[config.mk]
export PLATFORM = sky130hd
export DESIGN_NAME = weighted_minmax_fair_picker_core
export DESIGN_NICKNAME = d
export VERILOG_FILES = /design/src/wmfp_pkg.sv /design/src/weighted_minmax_fair_picker_core.sv /design/src/wmfp_datapath.sv /design/src/wmfp_ctrl.sv
export SDC_FILE = /design/constraint.sdc
export NUM_CORES = 2
export LEC_CHECK = 0
export ABC_AREA = 0
export BUFFER_PORTS_ARGS = -buffer_cell sky130_fd_sc_hd__buf_4
export CORE_MARGIN = 1
export CORE_UTILIZATION = 62
export CTS_BUF_LIST = sky130_fd_sc_hd__clkbuf_4
export CTS_CLUSTER_DIAMETER = 30
export DETAILED_ROUTE_END_ITERATION = 10
export PLACE_DENSITY_LB_ADDON = 0.2
export SLEW_MARGIN = 40
export SYNTH_ARGS = -nofsm -noshare
export SYNTH_HDL_FRONTEND = slang
export SYNTH_SLANG_ARGS = --single-unit
[constraint.sdc]
create_clock -name clk -period 13.3 [get_ports clk]
set_input_delay 0.665 -clock clk [delete_from_list [all_inputs] [get_ports clk]]
set_output_delay 0.665 -clock clk [all_outputs]
set_load 0.02 [all_outputs]
[src/wmfp_pkg.sv]
// shared types, constants and helpers of the weighted min-max fair picker
`default_nettype none

package wmfp_pkg;

  localparam int QUEUE_DEPTH  = 16;
  localparam int STREAM_COUNT = 8;
  localparam int REG_COUNT    = 8;

  localparam int IDX_W     = $clog2(QUEUE_DEPTH);
  localparam int CNT_W     = $clog2(QUEUE_DEPTH + 1);
  localparam int STRM_W    = 3;
  localparam int TAG_W     = 16;
  localparam int WGT_W     = 8;
  localparam int SVC_W     = 32;
  localparam int NUM_W     = SVC_W + 1;
  localparam int PROD_W    = NUM_W + WGT_W;
  localparam int OCC_W     = 5;
  localparam int CFG_IDX_W = 4;
  localparam int WIDX_W    = $clog2(REG_COUNT);

  localparam logic KIND_ENQ  = 1'b0;
  localparam logic KIND_PICK = 1'b1;

  typedef enum logic [1:0] {
    STS_ENQ   = 2'd0,
    STS_PICK  = 2'd1,
    STS_FULL  = 2'd2,
    STS_EMPTY = 2'd3
  } status_t;

  typedef enum logic [2:0] {
    ST_IDLE,
    ST_DECODE,
    ST_SCAN,
    ST_DRAIN,
    ST_COMMIT,
    ST_RESP
  } state_t;

  typedef struct packed {
    logic load_in;
    logic decode;
    logic scan_read;
    logic commit;
    logic out_load;
  } cmd_t;

  typedef struct packed {
    logic is_pick;
    logic full;
    logic empty;
    logic scan_last;
  } sts_t;

  // a zero weight counts as one
  function automatic logic [WGT_W-1:0] eff_weight(input logic [WGT_W-1:0] w);
    return (w == '0) ? WGT_W'(1) : w;
  endfunction

endpackage

`default_nettype wire

[src/weighted_minmax_fair_picker_core.sv]
// top level of the weighted min-max fair picker
//
//  channel  direction  handshake              payload
//  in_      input      in_valid / in_ready    in_kind, in_stream_num, in_txn_tag
//  out_     output     out_valid / out_ready  out_status, out_picked_stream,
//                                             out_picked_tag, out_occupancy
//  cfg_     input      cfg_valid / cfg_ready  cfg_index, cfg_data
//
//  enqueue, empty pick and full drop: decode, then the result state loads the
//  output register; pick of n queued items: one entry per cycle through the
//  cross-multiply comparator, then a drain step, a commit and the result state
//  reset: synchronous active low; weights 1, service counts 0, queue empty
//  a new item is taken while a result waits in the output register; its own
//  result holds until that register is free
`default_nettype none

module weighted_minmax_fair_picker_core (
  input  wire logic                            clk,
  input  wire logic                            rst_n,
  input  wire logic                            in_valid,
  output logic                                 in_ready,
  input  wire logic                            in_kind,
  input  wire logic [wmfp_pkg::STRM_W-1:0]     in_stream_num,
  input  wire logic [wmfp_pkg::TAG_W-1:0]      in_txn_tag,
  output logic                                 out_valid,
  input  wire logic                            out_ready,
  output logic [1:0]                           out_status,
  output logic [wmfp_pkg::STRM_W-1:0]          out_picked_stream,
  output logic [wmfp_pkg::TAG_W-1:0]           out_picked_tag,
  output logic [wmfp_pkg::OCC_W-1:0]           out_occupancy,
  input  wire logic                            cfg_valid,
  output logic                                 cfg_ready,
  input  wire logic [wmfp_pkg::CFG_IDX_W-1:0]  cfg_index,
  input  wire logic [wmfp_pkg::WGT_W-1:0]      cfg_data
);
  import wmfp_pkg::*;

  cmd_t cmd;
  sts_t sts;

  assign cfg_ready = 1'b1;

  wmfp_ctrl u_ctrl (
    .clk       (clk),
    .rst_n     (rst_n),
    .in_valid  (in_valid),
    .in_ready  (in_ready),
    .out_valid (out_valid),
    .out_ready (out_ready),
    .cmd       (cmd),
    .sts       (sts)
  );

  wmfp_datapath u_dp (
    .clk               (clk),
    .rst_n             (rst_n),
    .cmd               (cmd),
    .sts               (sts),
    .in_kind           (in_kind),
    .in_stream_num     (in_stream_num),
    .in_txn_tag        (in_txn_tag),
    .cfg_we            (cfg_valid && cfg_ready),
    .cfg_index         (cfg_index),
    .cfg_data          (cfg_data),
    .out_status        (out_status),
    .out_picked_stream (out_picked_stream),
    .out_picked_tag    (out_picked_tag),
    .out_occupancy     (out_occupancy)
  );

endmodule

`default_nettype wire

[src/wmfp_datapath.sv]
// queue storage, service counts, weights, scan comparator and result registers
`default_nettype none

module wmfp_datapath (
  input  wire logic                            clk,
  input  wire logic                            rst_n,
  input  wire wmfp_pkg::cmd_t                  cmd,
  output wmfp_pkg::sts_t                       sts,
  input  wire logic                            in_kind,
  input  wire logic [wmfp_pkg::STRM_W-1:0]     in_stream_num,
  input  wire logic [wmfp_pkg::TAG_W-1:0]      in_txn_tag,
  input  wire logic                            cfg_we,
  input  wire logic [wmfp_pkg::CFG_IDX_W-1:0]  cfg_index,
  input  wire logic [wmfp_pkg::WGT_W-1:0]      cfg_data,
  output logic [1:0]                           out_status,
  output logic [wmfp_pkg::STRM_W-1:0]          out_picked_stream,
  output logic [wmfp_pkg::TAG_W-1:0]           out_picked_tag,
  output logic [wmfp_pkg::OCC_W-1:0]           out_occupancy
);
  import wmfp_pkg::*;

  logic              in_kind_r;
  logic [STRM_W-1:0] in_stream_r;
  logic [TAG_W-1:0]  in_tag_r;

  logic [STRM_W-1:0] slot_stream_r [QUEUE_DEPTH];
  logic [TAG_W-1:0]  slot_tag_r    [QUEUE_DEPTH];
  logic [CNT_W-1:0]  fill_r;
  logic [SVC_W-1:0]  served_r      [STREAM_COUNT];
  logic [WGT_W-1:0]  weight_r      [REG_COUNT];

  logic [IDX_W-1:0]  scan_idx_r;

  logic              cur_vld_r;
  logic [IDX_W-1:0]  cur_idx_r;
  logic [STRM_W-1:0] cur_stream_r;
  logic [TAG_W-1:0]  cur_tag_r;
  logic [NUM_W-1:0]  cur_num_r;
  logic [WGT_W-1:0]  cur_w_r;

  logic [IDX_W-1:0]  best_idx_r;
  logic [STRM_W-1:0] best_stream_r;
  logic [TAG_W-1:0]  best_tag_r;
  logic [NUM_W-1:0]  best_num_r;
  logic [WGT_W-1:0]  best_w_r;

  status_t           res_status_r;
  logic [STRM_W-1:0] res_stream_r;
  logic [TAG_W-1:0]  res_tag_r;

  status_t           out_status_r;
  logic [STRM_W-1:0] out_stream_r;
  logic [TAG_W-1:0]  out_tag_r;
  logic [OCC_W-1:0]  out_occ_r;

  logic [STRM_W-1:0] rd_stream;
  logic [NUM_W-1:0]  rd_num;
  logic [WGT_W-1:0]  rd_w;
  logic [PROD_W-1:0] prod_cur;
  logic [PROD_W-1:0] prod_best;
  logic              take;
  logic              do_enq;
  logic [STRM_W-1:0] enq_stream;

  assign sts.is_pick   = (in_kind_r == KIND_PICK);
  assign sts.full      = (fill_r == CNT_W'(QUEUE_DEPTH));
  assign sts.empty     = (fill_r == '0);
  assign sts.scan_last = ((CNT_W'(scan_idx_r) + CNT_W'(1)) == fill_r);

  assign do_enq     = cmd.decode && !sts.is_pick && !sts.full;
  assign enq_stream = STRM_W'(in_stream_r % STREAM_COUNT);

  // read stage of the scan
  assign rd_stream = slot_stream_r[scan_idx_r];
  assign rd_num    = {1'b0, served_r[rd_stream]} + NUM_W'(1);
  assign rd_w      = eff_weight(weight_r[rd_stream]);

  // compare stage: (cur+1)*w_best < (best+1)*w_cur
  assign prod_cur  = PROD_W'(cur_num_r) * PROD_W'(best_w_r);
  assign prod_best = PROD_W'(best_num_r) * PROD_W'(cur_w_r);
  assign take      = cur_vld_r && ((cur_idx_r == '0) || (prod_cur < prod_best));

  always_ff @(posedge clk) begin
    if (!rst_n) begin
      fill_r    <= '0;
      cur_vld_r <= 1'b0;
      for (int i = 0; i < STREAM_COUNT; i++) begin
        served_r[i] <= '0;
      end
      for (int i = 0; i < REG_COUNT; i++) begin
        weight_r[i] <= WGT_W'(1);
      end
    end else begin
      cur_vld_r <= cmd.scan_read;
      if (cfg_we && (cfg_index < CFG_IDX_W'(REG_COUNT))) begin
        weight_r[cfg_index[WIDX_W-1:0]] <= cfg_data;
      end
      if (do_enq) begin
        fill_r <= fill_r + CNT_W'(1);
      end else if (cmd.commit) begin
        fill_r <= fill_r - CNT_W'(1);
        served_r[best_stream_r] <= best_num_r[SVC_W] ? '1 : best_num_r[SVC_W-1:0];
      end
    end
  end

  always_ff @(posedge clk) begin
    if (cmd.load_in) begin
      in_kind_r   <= in_kind;
      in_stream_r <= in_stream_num;
      in_tag_r    <= in_txn_tag;
    end

    if (do_enq) begin
      slot_stream_r[IDX_W'(fill_r)] <= enq_stream;
      slot_tag_r[IDX_W'(fill_r)]    <= in_tag_r;
    end else if (cmd.commit) begin
      // close the gap left by the picked item
      for (int i = 0; i < QUEUE_DEPTH - 1; i++) begin
        if (IDX_W'(i) >= best_idx_r) begin
          slot_stream_r[i] <= slot_stream_r[i+1];
          slot_tag_r[i]    <= slot_tag_r[i+1];
        end
      end
    end

    if (cmd.decode) begin
      scan_idx_r   <= '0;
      res_stream_r <= '0;
      res_tag_r    <= '0;
      if (!sts.is_pick) begin
        res_status_r <= sts.full ? STS_FULL : STS_ENQ;
      end else begin
        res_status_r <= STS_EMPTY;
      end
    end else if (cmd.scan_read) begin
      scan_idx_r <= scan_idx_r + IDX_W'(1);
    end

    if (cmd.scan_read) begin
      cur_idx_r    <= scan_idx_r;
      cur_stream_r <= rd_stream;
      cur_tag_r    <= slot_tag_r[scan_idx_r];
      cur_num_r    <= rd_num;
      cur_w_r      <= rd_w;
    end

    if (take) begin
      best_idx_r    <= cur_idx_r;
      best_stream_r <= cur_stream_r;
      best_tag_r    <= cur_tag_r;
      best_num_r    <= cur_num_r;
      best_w_r      <= cur_w_r;
    end

    if (cmd.commit) begin
      res_status_r <= STS_PICK;
      res_stream_r <= best_stream_r;
      res_tag_r    <= best_tag_r;
    end

    if (cmd.out_load) begin
      out_status_r <= res_status_r;
      out_stream_r <= res_stream_r;
      out_tag_r    <= res_tag_r;
      out_occ_r    <= OCC_W'(fill_r);
    end
  end

  assign out_status        = out_status_r;
  assign out_picked_stream = out_stream_r;
  assign out_picked_tag    = out_tag_r;
  assign out_occupancy     = out_occ_r;

  a_fill_bound: assert property (@(posedge clk) disable iff (!rst_n)
    fill_r <= CNT_W'(QUEUE_DEPTH))
    else $error("queue fill above depth");

  a_cur_in_range: assert property (@(posedge clk) disable iff (!rst_n)
    cur_vld_r |-> (CNT_W'(cur_idx_r) < fill_r))
    else $error("scan compares an entry beyond the fill");

  a_commit_ready: assert property (@(posedge clk) disable iff (!rst_n)
    cmd.commit |-> (fill_r != '0) && !cur_vld_r)
    else $error("pick committed before the scan finished or on an empty queue");

endmodule

`default_nettype wire

[src/wmfp_ctrl.sv]
// controller state machine sequencing decode, scan, commit and result hand-off
`default_nettype none

module wmfp_ctrl (
  input  wire logic           clk,
  input  wire logic           rst_n,
  input  wire logic           in_valid,
  output logic                in_ready,
  output logic                out_valid,
  input  wire logic           out_ready,
  output wmfp_pkg::cmd_t      cmd,
  input  wire wmfp_pkg::sts_t sts
);
  import wmfp_pkg::*;

  state_t state_r;
  state_t state_nxt;
  logic   out_valid_r;
  logic   out_valid_nxt;

  always_ff @(posedge clk) begin
    if (!rst_n) begin
      state_r     <= ST_IDLE;
      out_valid_r <= 1'b0;
    end else begin
      state_r     <= state_nxt;
      out_valid_r <= out_valid_nxt;
    end
  end

  always_comb begin
    state_nxt     = state_r;
    cmd           = '0;
    in_ready      = 1'b0;
    out_valid_nxt = out_valid_r && !out_ready;
    unique case (state_r)
      ST_IDLE: begin
        in_ready = 1'b1;
        if (in_valid) begin
          cmd.load_in = 1'b1;
          state_nxt   = ST_DECODE;
        end
      end
      ST_DECODE: begin
        cmd.decode = 1'b1;
        state_nxt  = (sts.is_pick && !sts.empty) ? ST_SCAN : ST_RESP;
      end
      ST_SCAN: begin
        cmd.scan_read = 1'b1;
        if (sts.scan_last) begin
          state_nxt = ST_DRAIN;
        end
      end
      ST_DRAIN: begin
        state_nxt = ST_COMMIT;
      end
      ST_COMMIT: begin
        cmd.commit = 1'b1;
        state_nxt  = ST_RESP;
      end
      ST_RESP: begin
        if (!out_valid_r || out_ready) begin
          cmd.out_load  = 1'b1;
          out_valid_nxt = 1'b1;
          state_nxt     = ST_IDLE;
        end
      end
      default: begin
        state_nxt = ST_IDLE;
      end
    endcase
  end

  assign out_valid = out_valid_r;

  a_accept_decode: assert property (@(posedge clk) disable iff (!rst_n)
    (in_valid && in_ready) |=> (state_r == ST_DECODE))
    else $error("accepted item not decoded next");

  a_scan_runs: assert property (@(posedge clk) disable iff (!rst_n)
    (state_r == ST_SCAN && !sts.scan_last) |=> (state_r == ST_SCAN))
    else $error("scan left before the last entry");

  a_drain_commit: assert property (@(posedge clk) disable iff (!rst_n)
    (state_r == ST_DRAIN) |=> cmd.commit)
    else $error("last compare not followed by commit");

endmodule

`default_nettype wire

==> summary.md <==
| Metric | Value |
|---|---|
| First-pass GRT wire length | 199 mm |
| Initial core utilization | 0.626 |
| Syn Std Cell Area | 53200 um2 |
| Drt first-iter violations | 2987 |
| Min-Delay Endpoint | u_dp.weight_r[7][0]$_SDFFCE_PN1P_ |
| Worst Hold Class | input pin to register |
| Synth Register Bits | 837 |
| Mapped Cells | 4111 |
| R2R setup slack | 4.93 ns |
| ANT nets after route | 0 |
| Placement row count | 107 |
| Layout Cell Area excl Fill | 58100 um2 |
| Routed wire per std cell | 22.8 um |
| Most frequent cells in the layout | 817 x edfxtp_1, 453 x and2_1, 373 x fa_1, 340 x nor2_1, 321 x inv_1 |
| Total negative setup slack | 0 ns |
| Number of flops mapped to enable cells by yosys | 817 |
| WP data required | 13.97 ns |
| Die Y-Extent | 295 um |
| Worst Tran Pin Value | 0.891 ns |
| Sink Count | 837 |
| Area Growth Syn to Fin | 9.16% |
| H-tree levels | 4 |
| Slowest-stage cell, CP | edfxtp_1 |
| Number of buffers created by CTS | 203 |
| Pwr/cell area | 228 nW/um2 |
| Fill cell count | 6145 |
| Largest net degree at the start of global routing | 65 |
| Status | complete, no violations |
| Switching pwr | 5560 uW |
| Top cell type's share of synthesized area | 0.461 |
| Int Power | 7670 uW |
| Xor and xnor fraction of the mapped netlist area | 0.0181 |
| Sequential Power Share | 0.266 |
| Post-CTS Setup Inserts | 0 |
| Post-synth top area cell | edfxtp_1 |
| Routed via count | 33.6k |
| IO buf count | 64 |
| Adder-Cell Fraction of Synth Area | 0.180 |
| First-pass DRT Iterations | 5 |
| Largest fanout on the critical path | 64 |
| Core area | 85000 um2 |
| Final period utilization | 0.630 |
| Final Max Slew Viols | 0 |
| Clock Tree Buf Depth | 3 |
| Via density | 6.00 |
| Crit path kind | register to register |
| Layout cells sized above 1 | 0.211 |
| Crit path DAT | 9.04 ns |
| Post-DP HPWL | 87.8 mm |
| Hold Fails Final Rpt | 0 |
| HP Start | cfg_index[2] |
| Multiplexer share of the synthesized area | 0.135 |
| Worst Reg-to-Reg Cells | 30 |
| Crit-path max cell delay | 0.65 ns |
| Number of global-route vias before repair | 34.7k |
| Maximum VDD drop | 0.316 mV |
| Critical path capture point type | register |
| Most used cell, CP | a21o_1 |
| Routability cong. | 0.887 |
| RSZ-0062 raised after global routing | false |
| Final period demand of the worst path | 8.37 ns |
| GRT Total Usage | 0.304 |
| Most common cell after layout, fill and taps aside | edfxtp_1 |
| Simple-Gate Fraction of Synth Area | 0.119 |
| Worst Setup SP | u_dp.cur_w_r[5]$_SDFFCE_PN0P_ |
| Initial antenna violation count | 5 |
| Syn_area_per_cell | 12.9 um2 |
| Worst Skew | 0.0537 ns |
| TritonCTS clock tree | yes |
| Syn_nets | 4688 |
| Power share of the clock group | 0.165 |
| Clk pin slew, worst setup/hold paths | 0.06 ns |
| Endpoints failing setup | 0 |
| P_leak | 0.0230 uW |
| Area after DPL | 55000 um2 |
| CTS resizes | 0 |
| Min Hold Slack | 0.125 ns |
| Root buffer cell | clkbuf_4 |
| Drt total wl | 128 mm |
| Slew Limit Headroom | 0.403 |
| Largest family of logic cells by synthesized area | adder cells |
| Switch share | 0.420 |
| Final #Nets | 4866 |
| Top cells by area, synth | edfxtp_1 46%, fa_1 14%, mux4_2 5.9%, mux2_2 5.8%, and2_1 5.3% |
| Type of origin of the critical path | register |
| Max Fclk | 0.119 GHz |
| Hold path cells | 3 |
| Die Footprint | 87000 um2 |
| Worst r2r src | u_dp.cur_w_r[5]$_SDFFCE_PN0P_ |
| Synth async-reset ratio | 0 |
| Comb power frac | 0.570 |
| Count of boundary I/O pins | 66 |
| Total grt overflow | 0 |
| Worst skew pair latency | 1.07 ns |
| Distinct cell type count after synthesis | 76 |
| Compound-gate portion of the synthesized area | 0.0399 |
| DRC | 0 |
| Die Wd | 295 um |
| Sequential area share after synthesis | 0.469 |
| FF-to-FF End | u_dp.best_tag_r[14]$_DFFE_PP_ |
| YS warnings | 0 |
| Top FF cell, synth | edfxtp_1 |
| Max Cap Viol | 0 |
[logic make-up after synthesis]
logic type,after synthesis
multiplexers,499
other,1
XOR/XNOR,110
AND/OR/NAND/NOR,1268
AO/OA/AOI/OAI,330
flip-flops,837
buffers and inverters,526
adder cells (fa/ha/maj),540
[sequential cells by signal, summed over array words and instances, names as in the netlist, 8 cells and up, named ones only]
register and flops:
u_dp.best_num_r 33, u_dp.best_tag_r 16, u_dp.best_w_r 8, u_dp.cur_num_r 33, u_dp.cur_tag_r 16, u_dp.cur_w_r 8
u_dp.in_tag_r 16, u_dp.out_picked_tag 16, u_dp.res_tag_r 16, u_dp.served_r 256, u_dp.slot_stream_r 48, u_dp.slot_tag_r 256
u_dp.weight_r 64
[worst max-delay path, delay by kind of cell (launching register included)]
kind	cells	cell delay [ns]
AO/OA/AOI/OAI	13	2.72
adder cells (fa/ha/maj)	6	2.57
AND/OR/NAND/NOR	7	1.06
flip-flops	1	0.65
buffers and inverters	3	0.57
XOR/XNOR	1	0.32
[final cells by class]
type                            count  area [um2]  area share
Timing Repair Buffer              178        1500      0.0258
Inverter                          321        1200      0.0208
Clock inverter                     62         432     0.00743
Tap cell                         1144        1430      0.0247
Multi-Input combinational cell   2748       26300       0.453
Sequential cell                   837       24900       0.430
Clock buffer                      298        2240      0.0385
Antenna cell                        6        15.0    0.000259
[power groups by stage]
stage               Sequential, uW  Combinational (uW)  Clock (uW)
finish                        3520                7540        2180
global route                  3550                8340        2340
CTS                           3510                7500        2220
detailed placement            3570                7440           0
global placement              3570                7260           0
floorplan                     3410                5600           0
[metrics by stage]
step	util	power [uW]	worst slack, ns	std cells
global placement	0.645	10800	4.47	5183
CTS	0.682	13200	4.68	5587
finish	0.683	13200	4.93	5594
floorplan	-	9010	5.15	4111
detailed placement	0.647	11000	4.73	5195
global route	0.683	14200	4.59	5594
[synth_stat cells (4+ instances only)]
| cell | number |
|---|---|
| nand2b_1 | 26 |
| mux4_2 | 140 |
| clkbuf_1 | 161 |
| buf_4 | 7 |
| a31oi_1 | 8 |
| a21o_1 | 50 |
| fa_1 | 373 |
| xnor2_1 | 75 |
| inv_1 | 321 |
| o21ai_0 | 74 |
| ha_1 | 167 |
| mux4_1 | 4 |
| xor2_1 | 35 |
| a22oi_1 | 28 |
| buf_1 | 18 |
| a41o_1 | 4 |
| o22ai_1 | 4 |
| a21oi_1 | 87 |
| nand3_1 | 28 |
| dfxtp_1 | 20 |
| nand3b_1 | 7 |
| mux2i_1 | 78 |
| nor2_1 | 345 |
| o21bai_1 | 12 |
| nor4_1 | 6 |
| edfxtp_1 | 817 |
| o21a_1 | 16 |
| or3_1 | 14 |
| nand2_1 | 296 |
| buf_6 | 7 |
| mux2_2 | 276 |
| a2111oi_0 | 4 |
| o2111ai_1 | 4 |
| nand4_1 | 15 |
| and2_1 | 454 |
| and3_1 | 11 |
| nor3b_1 | 4 |
| a211oi_1 | 7 |
| buf_2 | 8 |
| nor2b_1 | 23 |
| a31o_2 | 6 |
| nor3_1 | 24 |
[timing repair]
item | 4_1_cts | 5_1_grt
endpoints found under the setup margin | 0 | 0
hold buffers | 32 | 0
endpoints found under the hold margin | 85 | 0
[metal layers]
layer	vias up	share of wire	GRT usage
met2	1475	0.48	0.492
met4	2	0.021	0.0851
li1	14800	-	-
met1	17000	0.41	0.423
met5	-	0.00010	0
met3	203	0.084	0.0582
[worst max path at each step]
| stage | end | slack, ns |
|---|---|---|
| floorplan | u_dp.best_idx_r[0]$_DFFE_PP_ | 5.15 |
| global placement | u_dp.best_tag_r[14]$_DFFE_PP_ | 4.47 |
| detailed placement | u_dp.best_tag_r[9]$_DFFE_PP_ | 4.73 |
| CTS | u_dp.best_tag_r[2]$_DFFE_PP_ | 4.68 |
| global route | u_dp.best_tag_r[6]$_DFFE_PP_ | 4.59 |
| finish | u_dp.best_tag_r[14]$_DFFE_PP_ | 4.93 |
No activity file was read; power rests on OpenSTA's default activity.
